--- src/rtl/assert_macros.svh ---
// ----------------------------------------------------------------------------
// assertion macros
// shared concurrent assertion forms for the parser rtl
// ----------------------------------------------------------------------------
`ifndef ASSERT_MACROS_SVH
`define ASSERT_MACROS_SVH
`ifndef ASSERT_OFF
`define ASSERT_NEVER(label, clk, rst, expr) \
   label: assert property (@(posedge clk) disable iff (rst) !(expr)) else $error("never violated");
`define ASSERT_IMPLIES(label, clk, rst, ante, cons) \
   label: assert property (@(posedge clk) disable iff (rst) (ante) |-> (cons)) else $error("implication violated");
`else
`define ASSERT_NEVER(label, clk, rst, expr)
`define ASSERT_IMPLIES(label, clk, rst, ante, cons)
`endif
`endif

--- src/rtl/hrhp_pkg.sv ---
// ----------------------------------------------------------------------------
// hrhp_pkg
// types, codes and token tables of the http request header parser
// ----------------------------------------------------------------------------
package hrhp_pkg;

   localparam int MaxRequestBytes = 8192;
   localparam int QueueDepth = 4;
   localparam int PosW = 13;

   localparam logic [7:0] ChCr = 8'h0d;
   localparam logic [7:0] ChLf = 8'h0a;

   localparam logic [1:0] EV_REQUEST_LINE = 2'd0;
   localparam logic [1:0] EV_HEADER_LINE = 2'd1;
   localparam logic [1:0] EV_END_HEADERS = 2'd2;

   localparam logic [1:0] METHOD_NONE = 2'd0;
   localparam logic [1:0] METHOD_POST = 2'd3;

   localparam logic [1:0] PROTO_HTTP10 = 2'd1;
   localparam logic [1:0] PROTO_HTTP11 = 2'd2;

   localparam logic [2:0] KIND_OTHER = 3'd0;
   localparam logic [2:0] KIND_LENGTH = 3'd1;
   localparam logic [2:0] KIND_ENCODING = 3'd2;
   localparam logic [2:0] KIND_MEDIA = 3'd3;
   localparam logic [2:0] KIND_CONNECTION = 3'd4;

   typedef enum logic [2:0] {
      LS_HEAD, LS_CR1, LS_LF1, LS_CR2, LS_BODY
   } line_state_type;

   typedef enum logic [2:0] {
      OP_NONE, OP_FEED, OP_FEED_CR, OP_FEED_CR_BYTE, OP_END_LINE, OP_END_HEADERS
   } op_type;

   typedef struct packed {
      logic            clear;
      op_type          op;
      logic [7:0]      byte_value;
      logic [PosW-1:0] pos;
   } cmd_type;

   typedef enum logic [3:0] {
      PH_METHOD, PH_BAD, PH_URI_SKIP, PH_URI, PH_PROTO_SKIP, PH_PROTO, PH_RL_DONE,
      PH_NAME, PH_SKIP, PH_REST, PH_CONN, PH_CL_WS, PH_CL_PLUS, PH_CL_MINUS,
      PH_CL_DIGITS, PH_CL_STOP
   } phase_type;

   typedef enum logic [1:0] {TBL_METHOD, TBL_PROTO, TBL_NAME, TBL_CONN} table_type;

   typedef struct packed {
      logic [1:0]  event_res;
      logic        line_error;
      logic [1:0]  method;
      logic [1:0]  protocol;
      logic        keep_alive;
      logic [30:0] body_length;
      logic [12:0] uri_offset;
      logic [13:0] uri_length;
      logic [2:0]  header_kind;
      logic [12:0] value_offset;
      logic        request_ready;
   } rsp_type;

   function automatic logic [3:0] tok_len(table_type tbl, logic [1:0] k);
      logic [3:0] l;
      l = 4'd0;
      case (tbl)
         TBL_METHOD: l = (k == 2'd0) ? 4'd4 : ((k == 2'd3) ? 4'd0 : 4'd5);
         TBL_PROTO: l = (k < 2'd2) ? 4'd8 : 4'd0;
         TBL_NAME: begin
            case (k)
               2'd0: l = 4'd14;
               2'd1: l = 4'd15;
               2'd2: l = 4'd12;
               default: l = 4'd10;
            endcase
         end
         default: l = (k == 2'd0) ? 4'd10 : ((k == 2'd1) ? 4'd5 : 4'd0);
      endcase
      return l;
   endfunction

   // strings are right-aligned, so index i of a token sits len-1-i bytes up
   function automatic logic [7:0] tok_char(table_type tbl, logic [1:0] k, logic [3:0] idx);
      logic [119:0] s;
      logic [3:0]   b;
      s = '0;
      case (tbl)
         TBL_METHOD: begin
            case (k)
               2'd0: s = "GET ";
               2'd1: s = "HEAD ";
               default: s = "POST ";
            endcase
         end
         TBL_PROTO: s = (k == 2'd0) ? "HTTP/1.1" : "HTTP/1.0";
         TBL_NAME: begin
            case (k)
               2'd0: s = {"CONTENT", "_LENGTH"};
               2'd1: s = {"ACCEPT", "_ENCODING"};
               2'd2: s = {"CONTENT", "_TYPE"};
               default: s = "CONNECTION";
            endcase
         end
         default: s = (k == 2'd0) ? "keep-alive" : "close";
      endcase
      b = tok_len(tbl, k) - 4'd1 - idx;
      return s[{b, 3'b000} +: 8];
   endfunction

endpackage

--- src/rtl/hrhp_front.sv ---
// ----------------------------------------------------------------------------
// hrhp_front
// byte numbering and cr/lf line tracking, issues parse commands
// ----------------------------------------------------------------------------
module hrhp_front
   import hrhp_pkg::*;
#(
   parameter int MAX_REQUEST_BYTES = MaxRequestBytes
) (
   input  logic       clock,
   input  logic       reset,
   input  logic       take,
   input  logic [7:0] byte_value,
   input  logic       first_of_request,
   output logic       push,
   output cmd_type    cmd
);

   localparam int PW = $clog2(MAX_REQUEST_BYTES + 1);
   localparam logic [PW-1:0] PosLimit = PW'(MAX_REQUEST_BYTES);

   line_state_type ls_ff, ls_in, ls_cur;
   logic [PW-1:0]  pos_ff, pos_in, pos_cur;
   op_type         op;

   always_comb begin
      ls_cur = first_of_request ? LS_HEAD : ls_ff;
      pos_cur = first_of_request ? '0 : pos_ff;
      ls_in = ls_cur;
      pos_in = pos_cur;
      op = OP_NONE;
      if (!(byte_value == 8'd0 || ls_cur == LS_BODY || pos_cur >= PosLimit)) begin
         pos_in = pos_cur + 1'b1;
         unique case (ls_cur)
            LS_HEAD: begin
               if (byte_value == ChCr) ls_in = LS_CR1;
               else if (byte_value == ChLf) begin
                  ls_in = LS_LF1;
                  op = OP_END_LINE;
               end else op = OP_FEED;
            end
            LS_CR1, LS_CR2: begin
               if (byte_value == ChLf) begin
                  if (ls_cur == LS_CR1) begin
                     ls_in = LS_LF1;
                     op = OP_END_LINE;
                  end else begin
                     ls_in = LS_BODY;
                     op = OP_END_HEADERS;
                  end
               end else if (byte_value == ChCr) op = OP_FEED_CR;
               else begin
                  op = OP_FEED_CR_BYTE;
                  ls_in = LS_HEAD;
               end
            end
            LS_LF1: begin
               if (byte_value == ChCr) ls_in = LS_CR2;
               else if (byte_value == ChLf) begin
                  ls_in = LS_BODY;
                  op = OP_END_HEADERS;
               end else begin
                  ls_in = LS_HEAD;
                  op = OP_FEED;
               end
            end
            default: ;
         endcase
      end
      cmd.clear = first_of_request;
      cmd.op = op;
      cmd.byte_value = byte_value;
      cmd.pos = PosW'(pos_cur);
      push = take && (first_of_request || op != OP_NONE);
   end

   always_ff @(posedge clock) begin
      if (reset) begin
         ls_ff <= LS_HEAD;
         pos_ff <= '0;
      end else if (take) begin
         ls_ff <= ls_in;
         pos_ff <= pos_in;
      end
   end

endmodule

--- src/rtl/hrhp_queue.sv ---
// ----------------------------------------------------------------------------
// hrhp_queue
// short command queue between line tracking and parsing
// ----------------------------------------------------------------------------
module hrhp_queue
   import hrhp_pkg::*;
#(
   parameter int DEPTH = QueueDepth
) (
   input  logic    clock,
   input  logic    reset,
   input  logic    push,
   input  cmd_type push_cmd,
   input  logic    pop,
   output logic    full,
   output logic    out_valid,
   output cmd_type out_cmd
);
`include "assert_macros.svh"

   localparam int AW = (DEPTH > 1) ? $clog2(DEPTH) : 1;
   localparam int CW = $clog2(DEPTH + 1);
   localparam logic [AW-1:0] LastPtr = AW'(DEPTH - 1);
   localparam logic [CW-1:0] DepthCnt = CW'(DEPTH);

   cmd_type        slot_ff [DEPTH];
   logic [AW-1:0]  wr_ff, wr_in, rd_ff, rd_in;
   logic [CW-1:0]  cnt_ff, cnt_in;

   always_comb begin
      wr_in = push ? ((wr_ff == LastPtr) ? '0 : wr_ff + 1'b1) : wr_ff;
      rd_in = pop ? ((rd_ff == LastPtr) ? '0 : rd_ff + 1'b1) : rd_ff;
      cnt_in = cnt_ff + CW'(push) - CW'(pop);
   end

   assign full = (cnt_ff == DepthCnt);
   assign out_valid = (cnt_ff != '0);
   assign out_cmd = slot_ff[rd_ff];

   always_ff @(posedge clock) begin
      if (push) slot_ff[wr_ff] <= push_cmd;
   end

   always_ff @(posedge clock) begin
      if (reset) begin
         wr_ff <= '0;
         rd_ff <= '0;
         cnt_ff <= '0;
      end else begin
         wr_ff <= wr_in;
         rd_ff <= rd_in;
         cnt_ff <= cnt_in;
      end
   end

   `ASSERT_NEVER(a_no_overflow, clock, reset, push && full && !pop)
   `ASSERT_NEVER(a_no_underflow, clock, reset, pop && !out_valid)
   `ASSERT_IMPLIES(a_ptrs_meet, clock, reset, cnt_ff == '0 || cnt_ff == DepthCnt, wr_ff == rd_ff)

endmodule

--- src/rtl/hrhp_back.sv ---
// ----------------------------------------------------------------------------
// hrhp_back
// per-byte token matching, header decoding and result register
// ----------------------------------------------------------------------------
module hrhp_back
   import hrhp_pkg::*;
(
   input  logic        clock,
   input  logic        reset,
   input  logic        cmd_valid,
   input  cmd_type     cmd,
   output logic        cmd_pop,
   output logic        rsp_valid,
   input  logic        rsp_stall,
   output logic [1:0]  rsp_event_res,
   output logic        rsp_line_error,
   output logic [1:0]  rsp_method,
   output logic [1:0]  rsp_protocol,
   output logic        rsp_keep_alive,
   output logic [30:0] rsp_body_length,
   output logic [12:0] rsp_uri_offset,
   output logic [13:0] rsp_uri_length,
   output logic [2:0]  rsp_header_kind,
   output logic [12:0] rsp_value_offset,
   output logic        rsp_request_ready
);
`include "assert_macros.svh"

   typedef struct packed {
      phase_type   phase;
      logic [7:0]  tm;
      logic [3:0]  mi;
      logic [1:0]  method;
      logic [1:0]  protocol;
      logic        keep;
      logic [31:0] accum;
      logic [30:0] len;
      logic [1:0]  seen;
      logic [12:0] uri_start;
      logic [13:0] uri_len;
      logic [12:0] vstart;
   } ps_type;

   function automatic ps_type reset_state();
      ps_type r;
      r = '0;
      r.phase = PH_METHOD;
      r.tm = 8'h07;
      return r;
   endfunction

   function automatic ps_type match_fn(ps_type s, table_type tbl, logic [2:0] n,
                                       logic [7:0] ch);
      ps_type     r;
      logic [3:0] keep;
      r = s;
      for (int k = 0; k < 4; k++) begin
         keep[k] = s.tm[k] && (3'(k) < n) && (s.mi < tok_len(tbl, 2'(k))) &&
                   (tok_char(tbl, 2'(k), s.mi) == ch);
      end
      r.tm = {s.tm[7:4], keep};
      if (s.mi != 4'd15) r.mi = s.mi + 4'd1;
      return r;
   endfunction

   function automatic ps_type value_fn(ps_type s, logic [7:0] c);
      ps_type      r;
      logic [7:0]  lc;
      logic        dig;
      logic        ws;
      logic [35:0] n;
      r = s;
      lc = (c >= "A" && c <= "Z") ? c + 8'd32 : c;
      dig = (c >= "0" && c <= "9");
      ws = (c == " " || c == 8'h09 || c == 8'h0a || c == 8'h0b || c == 8'h0c || c == 8'h0d);
      n = {1'b0, s.accum, 3'b000} + {3'b000, s.accum, 1'b0} + {32'd0, c[3:0]};
      case (s.phase)
         PH_CONN: r = match_fn(s, TBL_CONN, 3'd2, lc);
         PH_CL_WS: begin
            if (!ws) begin
               if (c == "+") r.phase = PH_CL_PLUS;
               else if (c == "-") r.phase = PH_CL_MINUS;
               else if (dig) begin
                  r.phase = PH_CL_DIGITS;
                  r.accum = {28'd0, c[3:0]};
               end else r.phase = PH_REST;
            end
         end
         PH_CL_PLUS: begin
            if (dig) begin
               r.phase = PH_CL_DIGITS;
               r.accum = {28'd0, c[3:0]};
            end else r.phase = PH_REST;
         end
         PH_CL_MINUS: r.phase = PH_REST;
         PH_CL_DIGITS: begin
            if (!dig) r.phase = PH_CL_STOP;
            else if (!s.accum[31]) r.accum = (n > 36'h07fffffff) ? 32'h80000000 : n[31:0];
         end
         default: ;
      endcase
      return r;
   endfunction

   function automatic ps_type feed_fn(ps_type s, logic [7:0] c, logic [12:0] p);
      ps_type     r;
      logic [7:0] u;
      logic [2:0] kind;
      r = s;
      kind = KIND_OTHER;
      u = (c == "-") ? "_" : ((c >= "a" && c <= "z") ? c - 8'd32 : c);
      case (s.phase)
         PH_METHOD: begin
            r = match_fn(s, TBL_METHOD, 3'd3, c);
            if (r.tm[2:0] == 3'd0) r.phase = PH_BAD;
            else begin
               for (int k = 0; k < 3; k++) begin
                  if (r.tm[k] && r.mi == tok_len(TBL_METHOD, 2'(k))) begin
                     r.method = 2'(k + 1);
                     r.phase = PH_URI_SKIP;
                     r.uri_start = p + 13'd1;
                     r.uri_len = '0;
                  end
               end
            end
         end
         PH_URI_SKIP: begin
            if (c == " ") r.uri_start = p + 13'd1;
            else begin
               r.uri_start = p;
               r.uri_len = 14'd1;
               r.phase = PH_URI;
            end
         end
         PH_URI: begin
            if (c == " ") r.phase = PH_PROTO_SKIP;
            else if (s.uri_len != 14'h3fff) r.uri_len = s.uri_len + 14'd1;
         end
         PH_PROTO_SKIP: begin
            if (c != " ") begin
               r.tm = 8'h03;
               r.mi = '0;
               r.phase = PH_PROTO;
               r = match_fn(r, TBL_PROTO, 3'd2, c);
            end
         end
         PH_PROTO: begin
            if (c == " ") r.phase = PH_RL_DONE;
            else if (s.mi < 4'd8) r = match_fn(s, TBL_PROTO, 3'd2, c);
         end
         PH_NAME: begin
            if (c == ":") begin
               for (int k = 3; k >= 0; k--) begin
                  if (s.tm[k] && s.mi == tok_len(TBL_NAME, 2'(k))) kind = 3'(k + 1);
               end
               r.tm = {1'b0, kind, 4'h3};
               r.mi = '0;
               r.vstart = p + 13'd1;
               r.phase = PH_SKIP;
            end else r = match_fn(s, TBL_NAME, 3'd4, u);
         end
         PH_SKIP: begin
            if (c == " " || c == 8'h09) r.vstart = p + 13'd1;
            else begin
               r.vstart = p;
               kind = s.tm[6:4];
               r.phase = (kind == KIND_LENGTH) ? PH_CL_WS :
                         ((kind == KIND_CONNECTION) ? PH_CONN : PH_REST);
               r = value_fn(r, c);
            end
         end
         default: r = value_fn(s, c);
      endcase
      return r;
   endfunction

   function automatic rsp_type make_rsp(ps_type s, logic [1:0] ev, logic err,
                                        logic [2:0] kind, logic [12:0] voff, logic ready);
      rsp_type o;
      o.event_res = ev;
      o.line_error = err;
      o.method = s.method;
      o.protocol = s.protocol;
      o.keep_alive = s.keep;
      o.body_length = s.len;
      o.uri_offset = s.uri_start;
      o.uri_length = s.uri_len;
      o.header_kind = kind;
      o.value_offset = voff;
      o.request_ready = ready;
      return o;
   endfunction

   ps_type      st_ff, st_in;
   rsp_type     rsp_ff, rsp_in;
   logic        rsp_valid_ff, rsp_valid_in;
   logic        has;
   logic        err;
   logic [2:0]  kind;
   logic [12:0] voff;

   assign cmd_pop = cmd_valid && (!rsp_valid_ff || !rsp_stall);

   always_comb begin
      st_in = cmd.clear ? reset_state() : st_ff;
      rsp_in = rsp_ff;
      has = 1'b0;
      err = 1'b0;
      kind = KIND_OTHER;
      voff = '0;
      case (cmd.op)
         OP_FEED: st_in = feed_fn(st_in, cmd.byte_value, cmd.pos);
         OP_FEED_CR: st_in = feed_fn(st_in, ChCr, cmd.pos - 13'd1);
         OP_FEED_CR_BYTE: begin
            st_in = feed_fn(st_in, ChCr, cmd.pos - 13'd1);
            st_in = feed_fn(st_in, cmd.byte_value, cmd.pos);
         end
         OP_END_LINE: begin
            has = 1'b1;
            if (st_in.phase <= PH_RL_DONE) begin
               err = (st_in.phase == PH_METHOD || st_in.phase == PH_BAD);
               if ((st_in.phase == PH_PROTO || st_in.phase == PH_RL_DONE) &&
                   st_in.mi == 4'd8) begin
                  if (st_in.tm[0]) begin
                     st_in.protocol = PROTO_HTTP11;
                     st_in.keep = 1'b1;
                  end else if (st_in.tm[1]) st_in.protocol = PROTO_HTTP10;
               end
               rsp_in = make_rsp(st_in, EV_REQUEST_LINE, err, KIND_OTHER, '0, 1'b0);
            end else begin
               if (st_in.phase != PH_NAME) begin
                  kind = st_in.tm[6:4];
                  voff = st_in.vstart;
               end
               if (kind == KIND_LENGTH) begin
                  if (st_in.len != '0) kind = KIND_OTHER;
                  else if ((st_in.phase == PH_CL_DIGITS || st_in.phase == PH_CL_STOP) &&
                           !st_in.accum[31])
                     st_in.len = st_in.accum[30:0];
               end else if (kind == KIND_ENCODING) begin
                  if (st_in.seen[0]) kind = KIND_OTHER;
                  else st_in.seen[0] = 1'b1;
               end else if (kind == KIND_MEDIA) begin
                  if (st_in.seen[1]) kind = KIND_OTHER;
                  else st_in.seen[1] = 1'b1;
               end else if (kind == KIND_CONNECTION && st_in.phase == PH_CONN) begin
                  if (st_in.protocol == PROTO_HTTP10 && st_in.tm[0] && st_in.mi == 4'd10)
                     st_in.keep = 1'b1;
                  else if (st_in.protocol == PROTO_HTTP11 && st_in.tm[1] && st_in.mi == 4'd5)
                     st_in.keep = 1'b0;
               end
               rsp_in = make_rsp(st_in, EV_HEADER_LINE, 1'b0, kind, voff, 1'b0);
            end
            // next line starts fresh
            st_in.mi = '0;
            st_in.accum = '0;
            if (st_in.method == METHOD_NONE) begin
               st_in.phase = PH_METHOD;
               st_in.tm = 8'h07;
            end else begin
               st_in.phase = PH_NAME;
               st_in.tm = 8'h0f;
            end
         end
         OP_END_HEADERS: begin
            has = 1'b1;
            rsp_in = make_rsp(st_in, EV_END_HEADERS, 1'b0, KIND_OTHER, '0,
                              st_in.len == '0 && st_in.method != METHOD_POST);
         end
         default: ;
      endcase
      rsp_valid_in = cmd_pop ? has : (rsp_valid_ff && rsp_stall);
   end

   always_ff @(posedge clock) begin
      if (reset) begin
         st_ff <= reset_state();
         rsp_valid_ff <= 1'b0;
      end else begin
         if (cmd_pop) st_ff <= st_in;
         rsp_valid_ff <= rsp_valid_in;
      end
   end

   always_ff @(posedge clock) begin
      if (cmd_pop && has) rsp_ff <= rsp_in;
   end

   assign rsp_valid = rsp_valid_ff;
   assign rsp_event_res = rsp_ff.event_res;
   assign rsp_line_error = rsp_ff.line_error;
   assign rsp_method = rsp_ff.method;
   assign rsp_protocol = rsp_ff.protocol;
   assign rsp_keep_alive = rsp_ff.keep_alive;
   assign rsp_body_length = rsp_ff.body_length;
   assign rsp_uri_offset = rsp_ff.uri_offset;
   assign rsp_uri_length = rsp_ff.uri_length;
   assign rsp_header_kind = rsp_ff.header_kind;
   assign rsp_value_offset = rsp_ff.value_offset;
   assign rsp_request_ready = rsp_ff.request_ready;

   `ASSERT_IMPLIES(a_err_on_req_line, clock, reset, rsp_valid_ff && rsp_ff.line_error, rsp_ff.event_res == EV_REQUEST_LINE)
   `ASSERT_IMPLIES(a_ready_at_end, clock, reset, rsp_valid_ff && rsp_ff.request_ready, rsp_ff.event_res == EV_END_HEADERS)
   `ASSERT_IMPLIES(a_kind_on_header, clock, reset, rsp_valid_ff && rsp_ff.header_kind != KIND_OTHER, rsp_ff.event_res == EV_HEADER_LINE)

endmodule

--- src/rtl/http_request_header_parser_top.sv ---
// result path: the command for the byte that ends a line is written into the queue, then the
//    back end registers the result; commands wait in the queue while rsp is stalled
// throughput: one request byte per cycle while the queue is not full (req_stall low)
// reset: synchronous; clears line tracking, byte position, queue and all parse state
// ----------------------------------------------------------------------------
// http_request_header_parser_top
// http/1.1 request header parser: one byte in, a result at each line end
// ----------------------------------------------------------------------------
module http_request_header_parser_top
   import hrhp_pkg::*;
#(
   parameter int MAX_REQUEST_BYTES = MaxRequestBytes,
   parameter int QUEUE_DEPTH = QueueDepth
) (
   input  logic        clock,
   input  logic        reset,
   input  logic        req_valid,
   output logic        req_stall,
   input  logic [7:0]  req_byte_value,
   input  logic        req_first_of_request,
   output logic        rsp_valid,
   input  logic        rsp_stall,
   output logic [1:0]  rsp_event_res,
   output logic        rsp_line_error,
   output logic [1:0]  rsp_method,
   output logic [1:0]  rsp_protocol,
   output logic        rsp_keep_alive,
   output logic [30:0] rsp_body_length,
   output logic [12:0] rsp_uri_offset,
   output logic [13:0] rsp_uri_length,
   output logic [2:0]  rsp_header_kind,
   output logic [12:0] rsp_value_offset,
   output logic        rsp_request_ready
);

   // front end: numbers bytes, drops nul bytes, runs the cr/lf line machine
   logic    take;
   logic    push;
   cmd_type push_cmd;

   // queue to back end
   logic    q_full;
   logic    q_valid;
   logic    q_pop;
   cmd_type q_cmd;

   // stall only on a full queue, never on the result side directly
   assign req_stall = q_full;
   assign take = req_valid && !q_full;

   hrhp_front #(
      .MAX_REQUEST_BYTES(MAX_REQUEST_BYTES)
   ) u_front (
      .clock           (clock),
      .reset           (reset),
      .take            (take),
      .byte_value      (req_byte_value),
      .first_of_request(req_first_of_request),
      .push            (push),
      .cmd             (push_cmd)
   );

   hrhp_queue #(
      .DEPTH(QUEUE_DEPTH)
   ) u_queue (
      .clock    (clock),
      .reset    (reset),
      .push     (push),
      .push_cmd (push_cmd),
      .pop      (q_pop),
      .full     (q_full),
      .out_valid(q_valid),
      .out_cmd  (q_cmd)
   );

   // back end: token matching, header decode, registered result
   hrhp_back u_back (
      .clock             (clock),
      .reset             (reset),
      .cmd_valid         (q_valid),
      .cmd               (q_cmd),
      .cmd_pop           (q_pop),
      .rsp_valid         (rsp_valid),
      .rsp_stall         (rsp_stall),
      .rsp_event_res     (rsp_event_res),
      .rsp_line_error    (rsp_line_error),
      .rsp_method        (rsp_method),
      .rsp_protocol      (rsp_protocol),
      .rsp_keep_alive    (rsp_keep_alive),
      .rsp_body_length   (rsp_body_length),
      .rsp_uri_offset    (rsp_uri_offset),
      .rsp_uri_length    (rsp_uri_length),
      .rsp_header_kind   (rsp_header_kind),
      .rsp_value_offset  (rsp_value_offset),
      .rsp_request_ready (rsp_request_ready)
   );

endmodule

--- config.mk ---
export PLATFORM = sky130hd
export DESIGN_NAME = http_request_header_parser_top
export DESIGN_NICKNAME = d
export VERILOG_FILES = /design/src/rtl/hrhp_pkg.sv /design/src/rtl/hrhp_front.sv /design/src/rtl/hrhp_queue.sv /design/src/rtl/hrhp_back.sv /design/src/rtl/http_request_header_parser_top.sv
export VERILOG_INCLUDE_DIRS = /design/src /design/src/rtl
export SDC_FILE = /design/constraint.sdc
export NUM_CORES = 1
export LEC_CHECK = 0
export BUFFER_PORTS_ARGS = -buffer_cell sky130_fd_sc_hd__buf_4
export CAP_MARGIN = 20
export CORE_MARGIN = 5
export CORE_UTILIZATION = 55
export CTS_CLUSTER_DIAMETER = 40
export DETAILED_ROUTE_END_ITERATION = 6
export PLACE_DENSITY_LB_ADDON = 0.2
export SYNTH_ARGS = -nofsm -noshare
export SYNTH_HDL_FRONTEND = slang
export SYNTH_HIERARCHICAL = 1
export SYNTH_SLANG_ARGS = --single-unit
--- constraint.sdc ---
create_clock -name clock -period 7.6 [get_ports clock]
set_input_delay 0.76 -clock clock [delete_from_list [all_inputs] [get_ports clock]]
set_output_delay 0.76 -clock clock [all_outputs]
set_load 0.01 [all_outputs]
=== Yosys cells after proc, flatten, opt, wreduce, memory -nomap -nowiden ===
Memory sizes are Yosys's and may differ from the RTL's. A register that Yosys moved wholly into a read port is not among the register bits.
Cells that the tools add are included.

* $add $sub $neg: 110
* Order comparisons: 60
* Equal/unequal tests: 154
* Shifts and indexed selects: 60
* Multiplexer cells: 519
* Reductions and logical operators: 189

{| class="wikitable"
|+ Operators with widths
! kind !! count
|-
| 120-bit 2-to-1 mux || 126
|-
| 120-bit by 8-bit variable part select with 8-bit output || 60
|-
| 82-bit one-hot mux with 6 select lines || 4
|-
| 126-bit 2-to-1 mux || 11
|-
| 4-bit 2-to-1 mux || 188
|-
| 118-bit 2-to-1 mux || 6
|-
| 27-bit 2-to-1 mux || 20
|-
| 32-bit 2-to-1 mux || 14
|-
| 32-bit one-hot mux with 3 select lines || 4
|-
| 8-bit by 4-bit equality test with 1-bit output (second input constant) || 37
|-
| 68-bit one-hot mux with 4 select lines || 1
|-
| 8-bit equality test || 30
|-
| 113-bit 2-to-1 mux || 2
|-
| 13-bit 2-to-1 mux || 15
|-
| 13-bit one-hot mux with 5 select lines || 3
|-
| 4-bit by 1-bit subtractor with 4-bit output (second input constant) || 48
|-
| 4-bit less-than comparator || 44
|-
| 4-bit subtractor || 44
|-
| 14-bit one-hot mux with 6 select lines || 2
|-
| 83-bit one-hot mux with 2 select lines || 1
|-
| 82-bit 2-to-1 mux || 2
|-
| 1-bit logical AND || 148
|-
| 73-bit 2-to-1 mux || 2
|-
| 14-bit 2-to-1 mux || 9
|-
| other kinds (72) || 271
|}

* Bits in registers: 234
* Memory bits (writable): 100
* Input bits: 13
* Memories kept: 1

{| class="wikitable"
|+ Memory list
! memory !! depth !! width !! read ports !! clocked after memory_dff !! wr ports !! RTL line !! text
|-
| u_queue.slot_ff || 4 || 25 || 1 || 1 || 1 || hrhp_queue.sv:26 || <nowiki>cmd_type slot_ff [DEPTH];</nowiki>
|}

=== Depth between registers and ports, before layout ===
Gate-level depths: netlist of run 1.

* Word-level depth: 41
* Gate-level depth with buffers: 28

=== Hierarchy ===
The synthesis of run 1 kept the hierarchy.

{| class="wikitable"
|+ By module, submodules not included
! module !! times used !! cells each !! area an instance (um^2)
|-
| hrhp_back || 1 || 2829 || 20520.9
|-
| hrhp_queue || 1 || 173 || 4100.2
|-
| hrhp_front || 1 || 161 || 1238.7
|-
| http_request_header_parser_top || 1 || 1 || 13.8
|}

=== Worst setup path before layout of run 1 ===
OpenSTA, ideal clock, no wires.

* Path kind: reg2reg
* Start point: register (tool-made name)
* End point: register u_back/st_ff[75] (netlist name)
* Data arrival time: 6.424 ns
* Data required time: 7.505 ns
* Setup slack: 1.080 ns
* Cell stages (with the launch flop): 29
* Path buffers: 13
* Clock period less this slack: 6.520 ns
* Cells stage by stage: dfxtp_1 buf_6 mux4_1 buf_6 buf_6 buf_6 buf_2 clkbuf_1 clkbuf_1 clkbuf_1 buf_1 clkbuf_1 clkbuf_1 nor2b_1 ha_1 ha_1 clkbuf_1 and3_1 and3_1 a31oi_1 o21ai_1 a211oi_1 a211oi_1 mux2_2 nor3_1 buf_2 a21oi_1 or4_1 a221oi_1

{| class="wikitable"
|+ RTL lines
! element !! RTL line !! text
|-
| to (signal assigned) || hrhp_back.sv:277 || <nowiki>st_ff <= reset_state();</nowiki>
|-
| to (signal assigned) || hrhp_back.sv:280 || <nowiki>if (cmd_pop) st_ff <= st_in;</nowiki>
|-
| to (decl) || hrhp_back.sv:194 || <nowiki>ps_type st_ff, st_in;</nowiki>
|}

==> results of run 1 <==
final cells by class:
cell class	count	area, µm²
diodes	1	2.50
flip-flops and latches	335	8540
inverters	80	302
multi-input cells	2515	16100
fillers	3923	17600
clock inverters	39	577
well taps	607	759
clock buffers	55	1310
repair buffers	182	1380
power groups by stage:
stage	logic [mW]	clock network, mW	registers [mW]
final	6.94	2.55	2.58
after floorplan	4.39	0	2.57
after global routing	7.30	2.66	2.60
after CTS	6.65	2.57	2.57
after global placement	6.50	0	2.58
after detailed placement	6.61	0	2.60
stage by stage:
step	setup WS (ps)	cells	hold slack [ps]
floorplan	1080	3164	417
global placement	1180	3715	430
detailed placement	932	3715	435
CTS	879	3809	359
global route	490	3813	378
finish	675	3814	383
cells in the final DEF, fill, tap and decap left out, types with 42 or more instances in the layout:
cell                          n
sky130_fd_sc_hd__a21oi_1    353
sky130_fd_sc_hd__nor2_1     332
sky130_fd_sc_hd__nand2_1    286
sky130_fd_sc_hd__o21ai_0    235
sky130_fd_sc_hd__edfxtp_1   183
sky130_fd_sc_hd__buf_4      179
sky130_fd_sc_hd__dfxtp_1    152
sky130_fd_sc_hd__ha_1       119
sky130_fd_sc_hd__xnor2_1     98
sky130_fd_sc_hd__nand3_1     94
sky130_fd_sc_hd__nor2b_1     85
sky130_fd_sc_hd__nor3_1      75
sky130_fd_sc_hd__inv_1       70
sky130_fd_sc_hd__a31oi_1     55
sky130_fd_sc_hd__clkbuf_16   52
sky130_fd_sc_hd__xor2_1      42
per-layer routing:
layer | vias up | GRT usage [%]
met3 | 438 | 9.66
li1 | 11800 | -
met4 | 2 | 19.2
met2 | 2032 | 56.1
met1 | 12801 | 50.9
met5 | - | 0
sequential cells by signal, summed over array words and instances (netlist names), 3 cells and up, named ones only:
register and cells:
u_front/pos_ff 14, u_back/rsp_value_offset 13, u_queue/cnt_ff 3, u_back/rsp_uri_length 14, u_front/ls_ff 3, u_back/rsp_uri_offset 13
u_back/rsp_header_kind 3, u_back/st_ff 125, u_back/rsp_body_length 31, u_queue/slot_ff 100
cell families after synthesis:
| logic type | after synthesis | synth area share [%] |
|---|---|---|
| compound gates | 1050 | 25.6 |
| xor+xnor | 142 | 4.89 |
| fa+ha+maj | 121 | 5.91 |
| buf+inv | 314 | 5.13 |
| flops | 335 | 33.0 |
| mux | 64 | 3.85 |
| simple gates | 1138 | 21.6 |
worst max path at each step:
stage               from               end  slack (ps)  cells past startpoint
floorplan           flop  u_back/st_ff[75]        1080                     28
global placement    flop  u_back/st_ff[94]        1180                     20
detailed placement  flop  u_back/st_ff[94]         930                     20
CTS                 flop  u_back/st_ff[94]         880                     20
global route        flop  u_back/st_ff[94]         490                     20
finish              flop  u_back/st_ff[13]         680                     18
worst max-delay path, stage by stage, from the launching register on:
cell	delay [ps]
sky130_fd_sc_hd__dfxtp_1	310
sky130_fd_sc_hd__buf_4	330
sky130_fd_sc_hd__mux4_4	790
sky130_fd_sc_hd__nor2b_1	250
sky130_fd_sc_hd__buf_4	240
sky130_fd_sc_hd__inv_2	160
sky130_fd_sc_hd__ha_1	260
sky130_fd_sc_hd__inv_1	160
sky130_fd_sc_hd__ha_1	370
sky130_fd_sc_hd__nand2_1	170
sky130_fd_sc_hd__or3_1	330
sky130_fd_sc_hd__a2111oi_0	1070
sky130_fd_sc_hd__a31oi_1	240
sky130_fd_sc_hd__o22a_1	290
sky130_fd_sc_hd__buf_4	250
sky130_fd_sc_hd__nor2_1	810
sky130_fd_sc_hd__nor2_1	160
sky130_fd_sc_hd__a2111oi_0	430
sky130_fd_sc_hd__a2111oi_0	110
synthesized netlist by cell type, types with 11 or more instances:
cell type	instances
sky130_fd_sc_hd__o211ai_1	34
sky130_fd_sc_hd__a2111oi_0	14
sky130_fd_sc_hd__xor2_1	42
sky130_fd_sc_hd__a31oi_1	55
sky130_fd_sc_hd__nand4_1	29
sky130_fd_sc_hd__nand3b_1	16
sky130_fd_sc_hd__inv_1	72
sky130_fd_sc_hd__ha_1	119
sky130_fd_sc_hd__a211o_1	14
sky130_fd_sc_hd__and2_1	31
sky130_fd_sc_hd__o21a_1	17
sky130_fd_sc_hd__a21o_1	28
sky130_fd_sc_hd__and3_1	19
sky130_fd_sc_hd__edfxtp_1	183
sky130_fd_sc_hd__o31ai_1	20
sky130_fd_sc_hd__buf_2	23
sky130_fd_sc_hd__clkbuf_1	163
sky130_fd_sc_hd__buf_1	28
sky130_fd_sc_hd__nor3_1	75
sky130_fd_sc_hd__a22oi_1	23
sky130_fd_sc_hd__nor2b_1	85
sky130_fd_sc_hd__o21ai_0	235
sky130_fd_sc_hd__nor2_1	337
sky130_fd_sc_hd__nor4_1	29
sky130_fd_sc_hd__nand3_1	94
sky130_fd_sc_hd__o221ai_1	15
sky130_fd_sc_hd__mux4_2	21
sky130_fd_sc_hd__a221oi_1	31
sky130_fd_sc_hd__or4_1	14
sky130_fd_sc_hd__a211oi_1	32
sky130_fd_sc_hd__xnor2_1	98
sky130_fd_sc_hd__nand2b_1	27
sky130_fd_sc_hd__dfxtp_1	152
sky130_fd_sc_hd__o21bai_1	11
sky130_fd_sc_hd__nand2_1	287
sky130_fd_sc_hd__buf_4	11
sky130_fd_sc_hd__o22ai_1	33
sky130_fd_sc_hd__mux2i_1	29
sky130_fd_sc_hd__or2_2	14
sky130_fd_sc_hd__a21oi_1	353
sky130_fd_sc_hd__or3_1	24
==> impl_metrics.sql, run 1 <==
INSERT INTO impl_metrics (metric_group, metric, value, unit) VALUES
('timing', 'report.final.slew_viol_count', '0', ''),
('routing', 'detail_route.wirelength.met1', '39600', 'µm'),
('global_route', 'grt_residual_overflow', '0', ''),
('synth', 'avgSynthCellArea', '8.18', 'µm²'),
('power', 'irDropWorstVdd', '0.316', 'mV'),
('routing', 'met3WireLength', '12500', 'µm'),
('clocking', 'post_cts_buffers', '0', ''),
('place', 'routabilityCongestion', '1.03', ''),
('synth', 'synthesis.area', '0.0259', 'mm²'),
('clocking', 'clock_sink_count', '335', ''),
('synth', 'synth.yosys.seq_area_share', '33.0', '%'),
('power', 'power.switching_fraction', '50.0', '%'),
('critical_path', 'setup.worst_path.end_class', 'flop', ''),
('critical_path', 'worst-r2r-cell-count', '18', ''),
('synth', 'netlist-cell-type-count', '105', ''),
('floorplanning', 'start_util', '55.6', '%'),
('clocking', 'cts_hold_buffers', '0', ''),
('power', 'netSwitchingPower', '6.03', 'mW'),
('global_route', 'grt_pass1_vias', '25139', ''),
('power', 'cellInternalPower', '6.04', 'mW'),
('floorplanning', 'floorplan.die.width', '227', 'µm'),
('timing', 'max_slew.worst_pin.slew', '1230', 'ps'),
('critical_path', 'setup.worst_path.class', 'flop to flop', ''),
('clocking', 'cts-buffers-inserted', '50', ''),
('worst_hold_path', 'min-delay-path-class', 'input port to flop', ''),
('global_route', 'grt_start_max_net_pins', '69', ''),
('clocking', 'clkLatencyLatePin', '620', 'ps'),
('synth', 'synth_ff_type', 'sky130_fd_sc_hd__edfxtp_1', ''),
('routing', 'viasPerCell', '7.10', ''),
('final_layout', 'flow.area_growth_from_synthesis', '11.8', '%'),
('synth', 'synth-seq-cells', '335', ''),
('synth', 'synthArstFlopShare', '0', '%'),
('clocking', 'tritoncts_clock_tree', 'yes', ''),
('floorplanning', 'floorplan.core_area', '0.0466', 'mm²'),
('final_layout', 'design_area', '0.0289', 'mm²'),
('final_layout', 'final_core_utilization', '62.1', '%'),
('worst_hold_path', 'holdCritStartpoint', 'req_byte_value[4]', ''),
('critical_path', 'r2r_slack', '680', 'ps'),
('clocking', 'cts_repair_resize_count', '0', ''),
('timing', 'report.final.hold_viol_count', '0', ''),
('timing', 'setup_repair_after_global_routing_missed_its_margin', 'false', ''),
('status', 'run_status', 'complete, but fails checks', ''),
('power', 'pwr-share-seq', '21.4', '%'),
('status', 'failing_checks', 'DRC', ''),
('synth', 'synth.yosys.warnings', '6', ''),
('timing', 'skew', '26.5', 'ps'),
('synth', 'syn_inst', '3164', ''),
('clocking', 'cts.path.max_buffers', '3', ''),
('synth', 'netlist.top_cell.by_area', 'sky130_fd_sc_hd__edfxtp_1', ''),
('synth', 'synth_nets', '3298', ''),
('place', 'numPortBuffers', '97', ''),
('power', 'p_per_area', '417', 'mW/mm²'),
('timing', 'maxClockFrequency', '0.144', 'GHz'),
('routing', 'vias', '27073', ''),
('floorplanning', 'num_io_pins', '98', ''),
('floorplanning', 'fp-row-count', '79', ''),
('timing', 'timing.final.crit_period', '6920', 'ps'),
('worst_hold_path', 'worst_hold_path.endpoint', 'u_queue/slot_ff[3][17]', ''),
('synth', 'synth_top_area_share', '21.2', '%'),
('flow_run', 'timing.max_cap.violations', '0', ''),
('timing', 'finalCritPeriodShare', '91.1', '%'),
('place', 'postPlaceCellArea', '0.0270', 'mm²'),
('power', 'power.leakage', '10.8', 'nW'),
('routing', 'drc_viols', '2', ''),
('power', 'fraction_of_power_consumed_by_combinational_cells', '57.5', '%'),
('critical_path', 'critical_path_required', '8060', 'ps'),
('power', 'power_frac_clock', '21.1', '%'),
('critical_path', 'r2r_end', 'u_back/st_ff[13]', ''),
('floorplanning', 'design.die.area', '0.0515', 'mm²'),
('place', 'dpl.hpwl', '70500', 'µm'),
('clocking', 'htreeDepth', '2', '');
No activity file was read; power rests on OpenSTA's default activity.
==> inputs of run 2 (changes only) <==
==> constraint.sdc (replaced) <==
create_clock -name clock -period 6.2 [get_ports clock]
set_input_delay 0.62 -clock clock [delete_from_list [all_inputs] [get_ports clock]]
set_output_delay 0.62 -clock clock [all_outputs]
set_load 0.01 [all_outputs]
==> run 2 against run 1 <==
Net effect: the run still ends with DRC left; register-to-register slack got worse by 500 ps; non-clock buffer count increased by 28; count of clock-buffer cells in the layout increased by 5; worst hold slack got worse by 120 ps; die area unchanged; first-iteration DRC count increased by 18%.
==> impl_metrics.sql, run 2 (synthesis gave the netlist of run 1 again) <==
INSERT INTO impl_metrics (metric_group, metric, value, unit) VALUES
('critical_path', 'worstSetupEndpoint', 'u_back/st_ff[76]', ''),
('final_layout', 'num-fill-cells', '4022', ''),
('final_layout', 'top_register', 'u_back/st_ff', ''),
('global_route', 'first_pass_grt_wire_length', '153000', 'µm'),
('clocking', 'clk_pin_slew_worst_paths', '60', 'ps'),
('timing', 'setup_repair_after_global_routing_missed_its_margin', 'true', ''),
('timing', 'timing.slew.headroom', '25.3', '%'),
('routing', 'average_routed_wire_per_standard_cell', '26.7', 'µm'),
('clocking', 'tritoncts_clock_tree', 'yes', ''),
('global_route', 'globalRoute.busiestLayer', 'met2', ''),
('timing', 'skew', '35.4', 'ps'),
('power', 'p_per_area', '510', 'mW/mm²'),
('final_layout', 'final_core_utilization', '62.5', '%'),
('clocking', 'cts.root.buffer_cell', 'sky130_fd_sc_hd__clkbuf_16', ''),
('final_layout', 'drive_above_1_share', '12.4', '%'),
('global_route', 'number_of_antenna_violations_at_the_first_check_in_global_routing', '2', ''),
('place', 'dpl.hpwl', '72400', 'µm'),
('critical_path', 'setup.worst_path.end_class', 'flop', ''),
('timing', 'postLayoutSetupSlackWorst', '175', 'ps'),
('routing', 'drc_viols', '3', ''),
('timing', 'maxClockFrequency', '0.166', 'GHz'),
('timing', 'setup_viol', '0', ''),
('floorplanning', 'floorplan.core_area', '0.0466', 'mm²'),
('floorplanning', 'floorplan.die.width', '227', 'µm'),
('global_route', 'grt_start_max_net_pins', '61', ''),
('routing', 'dr.pass1.iters', '7', ''),
('timing', 'finalCritPeriodShare', '97.2', '%'),
('critical_path', 'worstPathMaxFanout', '47', ''),
('final_layout', 'largest_reg_flops', '125', ''),
('final_layout', 'layout.cells.most_common', 'sky130_fd_sc_hd__a21oi_1', ''),
('routing', 'vias', '27319', ''),
('clocking', 'cts_hold_buffers', '0', ''),
('timing', 'max_slew.worst_pin.slew', '1110', 'ps'),
('clocking', 'cts-buffers-inserted', '52', ''),
('critical_path', 'worst-r2r-cell-count', '20', ''),
('timing', 'report.final.hold_viol_count', '0', ''),
('global_route', 'gr-usage-all-layers', '38.1', '%'),
('timing', 'timing.final.crit_period', '6020', 'ps'),
('worst_hold_path', 'min-delay-path-class', 'input port to flop', ''),
('timing', 'finalHoldWorstSlack', '264', 'ps'),
('routing', 'initial_drc_count', '4183', ''),
('floorplanning', 'die_height', '227', 'µm'),
('final_layout', 'design.final.nets', '3328', ''),
('status', 'run_status', 'complete, but fails checks', ''),
('status', 'failing_checks', 'DRC', ''),
('place', 'routabilityCongestion', '1.08', ''),
('power', 'power.leakage', '10.9', 'nW'),
('final_layout', 'final_cell_mix', '353 x sky130_fd_sc_hd__a21oi_1, 333 x sky130_fd_sc_hd__nor2_1, 286 x sky130_fd_sc_hd__nand2_1, 235 x sky130_fd_sc_hd__o21ai_0, 206 x sky130_fd_sc_hd__buf_4', ''),
('power', 'irDropWorstVdd', '0.331', 'mV'),
('global_route', 'grtUsageMet2', '58.5', '%'),
('floorplanning', 'fp-row-count', '79', ''),
('routing', 'routed_wirelength', '103000', 'µm'),
('clocking', 'cts.path.max_buffers', '3', ''),
('global_route', 'grt_residual_overflow', '0', ''),
('global_route', 'use_met1', '51.1', '%'),
('flow_run', 'timing.max_cap.violations', '0', ''),
('place', 'numPortBuffers', '97', ''),
('global_route', 'grtUsageMet3', '9.17', '%'),
('critical_path', 'worst_setup_path_start_kind', 'flop', ''),
('critical_path', 'r2r_end', 'u_back/st_ff[76]', ''),
('floorplanning', 'design.die.area', '0.0515', 'mm²'),
('timing', 'report.final.slew_viol_count', '0', ''),
('routing', 'viasPerCell', '7.10', ''),
('place', 'place_worst_setup_slack', '307', 'ps'),
('critical_path', 'critical_path_arrival', '6500', 'ps'),
('clocking', 'htreeDepth', '2', ''),
('floorplanning', 'num_io_pins', '98', ''),
('final_layout', 'flow.area_growth_from_synthesis', '12.4', '%'),
('clocking', 'clock_sink_count', '335', ''),
('critical_path', 'critical_path_required', '6680', 'ps'),
('critical_path', 'setup.worst_path.class', 'flop to flop', ''),
('global_route', 'grt_pass1_vias', '25186', ''),
('routing', 'number_of_routed_nets_with_antenna_violations', '0', ''),
('clocking', 'clkLatencyLatePin', '600', 'ps'),
('critical_path', 'r2r_slack', '180', 'ps'),
('floorplanning', 'start_util', '55.6', '%');
-- run 2: changes by cell type in the layout (fill, tap and decap cells not counted), sizes merged --
cell    previous run  this run
diode              1         5
clkbuf            56        60
buf              181       210
inv               86        95
clkinv            23        19
bufinv             7         1
-- run 2: critical path, stage by stage (launching register included) --
cell and delay [ps]:
sky130_fd_sc_hd__dfxtp_1 350, sky130_fd_sc_hd__mux4_4 790, sky130_fd_sc_hd__inv_1 180, sky130_fd_sc_hd__buf_12 280, sky130_fd_sc_hd__nand2_1 140, sky130_fd_sc_hd__inv_1 180
sky130_fd_sc_hd__ha_1 300, sky130_fd_sc_hd__ha_1 290, sky130_fd_sc_hd__a21o_1 120, sky130_fd_sc_hd__nand4_1 220, sky130_fd_sc_hd__a2111oi_1 650, sky130_fd_sc_hd__buf_4 220
sky130_fd_sc_hd__o2111ai_1 140, sky130_fd_sc_hd__a31oi_1 310, sky130_fd_sc_hd__o21ai_0 250, sky130_fd_sc_hd__xnor2_1 210, sky130_fd_sc_hd__nor3_1 170, sky130_fd_sc_hd__buf_4 230
sky130_fd_sc_hd__a21oi_1 80, sky130_fd_sc_hd__or4_1 410, sky130_fd_sc_hd__a221oi_1 270
-- run 2: power by group --
group	internal (mW)	switching (mW)	total, mW	leakage, nW
Clock	1.73	1.21	2.94	0.868
Sequential	2.85	0.302	3.15	2.94
Combinational	2.77	5.97	8.74	7.11
Total	7.35	7.48	14.8	10.9
-- run 2: how the worst min path moves through the flow --
stage	startpoint	endpoint	cells after the start
6_report	req_byte_value[5]	u_queue/slot_ff[2][18]	1
5_1_grt	req_byte_value[5]	u_queue/slot_ff[3][18]	1
4_1_cts	req_byte_value[5]	u_queue/slot_ff[2][18]	1
3_5_place_dp	u_back/st_ff[108]	u_back/st_ff[108]	2
3_3_place_gp	u_back/st_ff[30]	u_back/st_ff[30]	2
2_1_floorplan	u_back/st_ff[28]	u_back/st_ff[28]	2
-- run 2: area by class of cell --
type | instances | area (µm²) | share of cell area [%]
multi-input cells | 2515 | 16100 | 55.2
flip-flops and latches | 335 | 8540 | 29.4
repair buffers | 210 | 1630 | 5.59
clock buffers | 60 | 1400 | 4.80
well taps | 607 | 759 | 2.61
clock inverters | 38 | 392 | 1.35
inverters | 80 | 302 | 1.04
diodes | 5 | 12.5 | 0.0430
-- run 2: timing repair --
| action | in CTS | in global routing |
|---|---|---|
| endpoints found under the setup margin | 0 | 5 |
| resized for setup | 0 | 3 |
| buffers inserted | 0 | 0 |
| hold endpoints to repair | 0 | 0 |
-- run 2: layer usage --
metal	vias to the layer above	wire [µm]
li1	11864	-
met1	13006	39800
met2	2026	45200
met3	423	12300
met4	0	5690
met5	-	0
-- run 2: through the flow --
| step | power, mW | TNS, ps | instance area (µm²) | cells |
|---|---|---|---|---|
| 6_report | 14.8 | 0 | 29100 | 3850 |
| 5_1_grt | 15.4 | -36.9 | 29100 | 3845 |
| 4_1_cts | 14.4 | 0 | 29100 | 3845 |
| 3_5_place_dp | 11.5 | 0 | 27300 | 3747 |
| 3_3_place_gp | 11.4 | 0 | 27300 | 3747 |
| 2_1_floorplan | 8.54 | 0 | 25900 | 3164 |
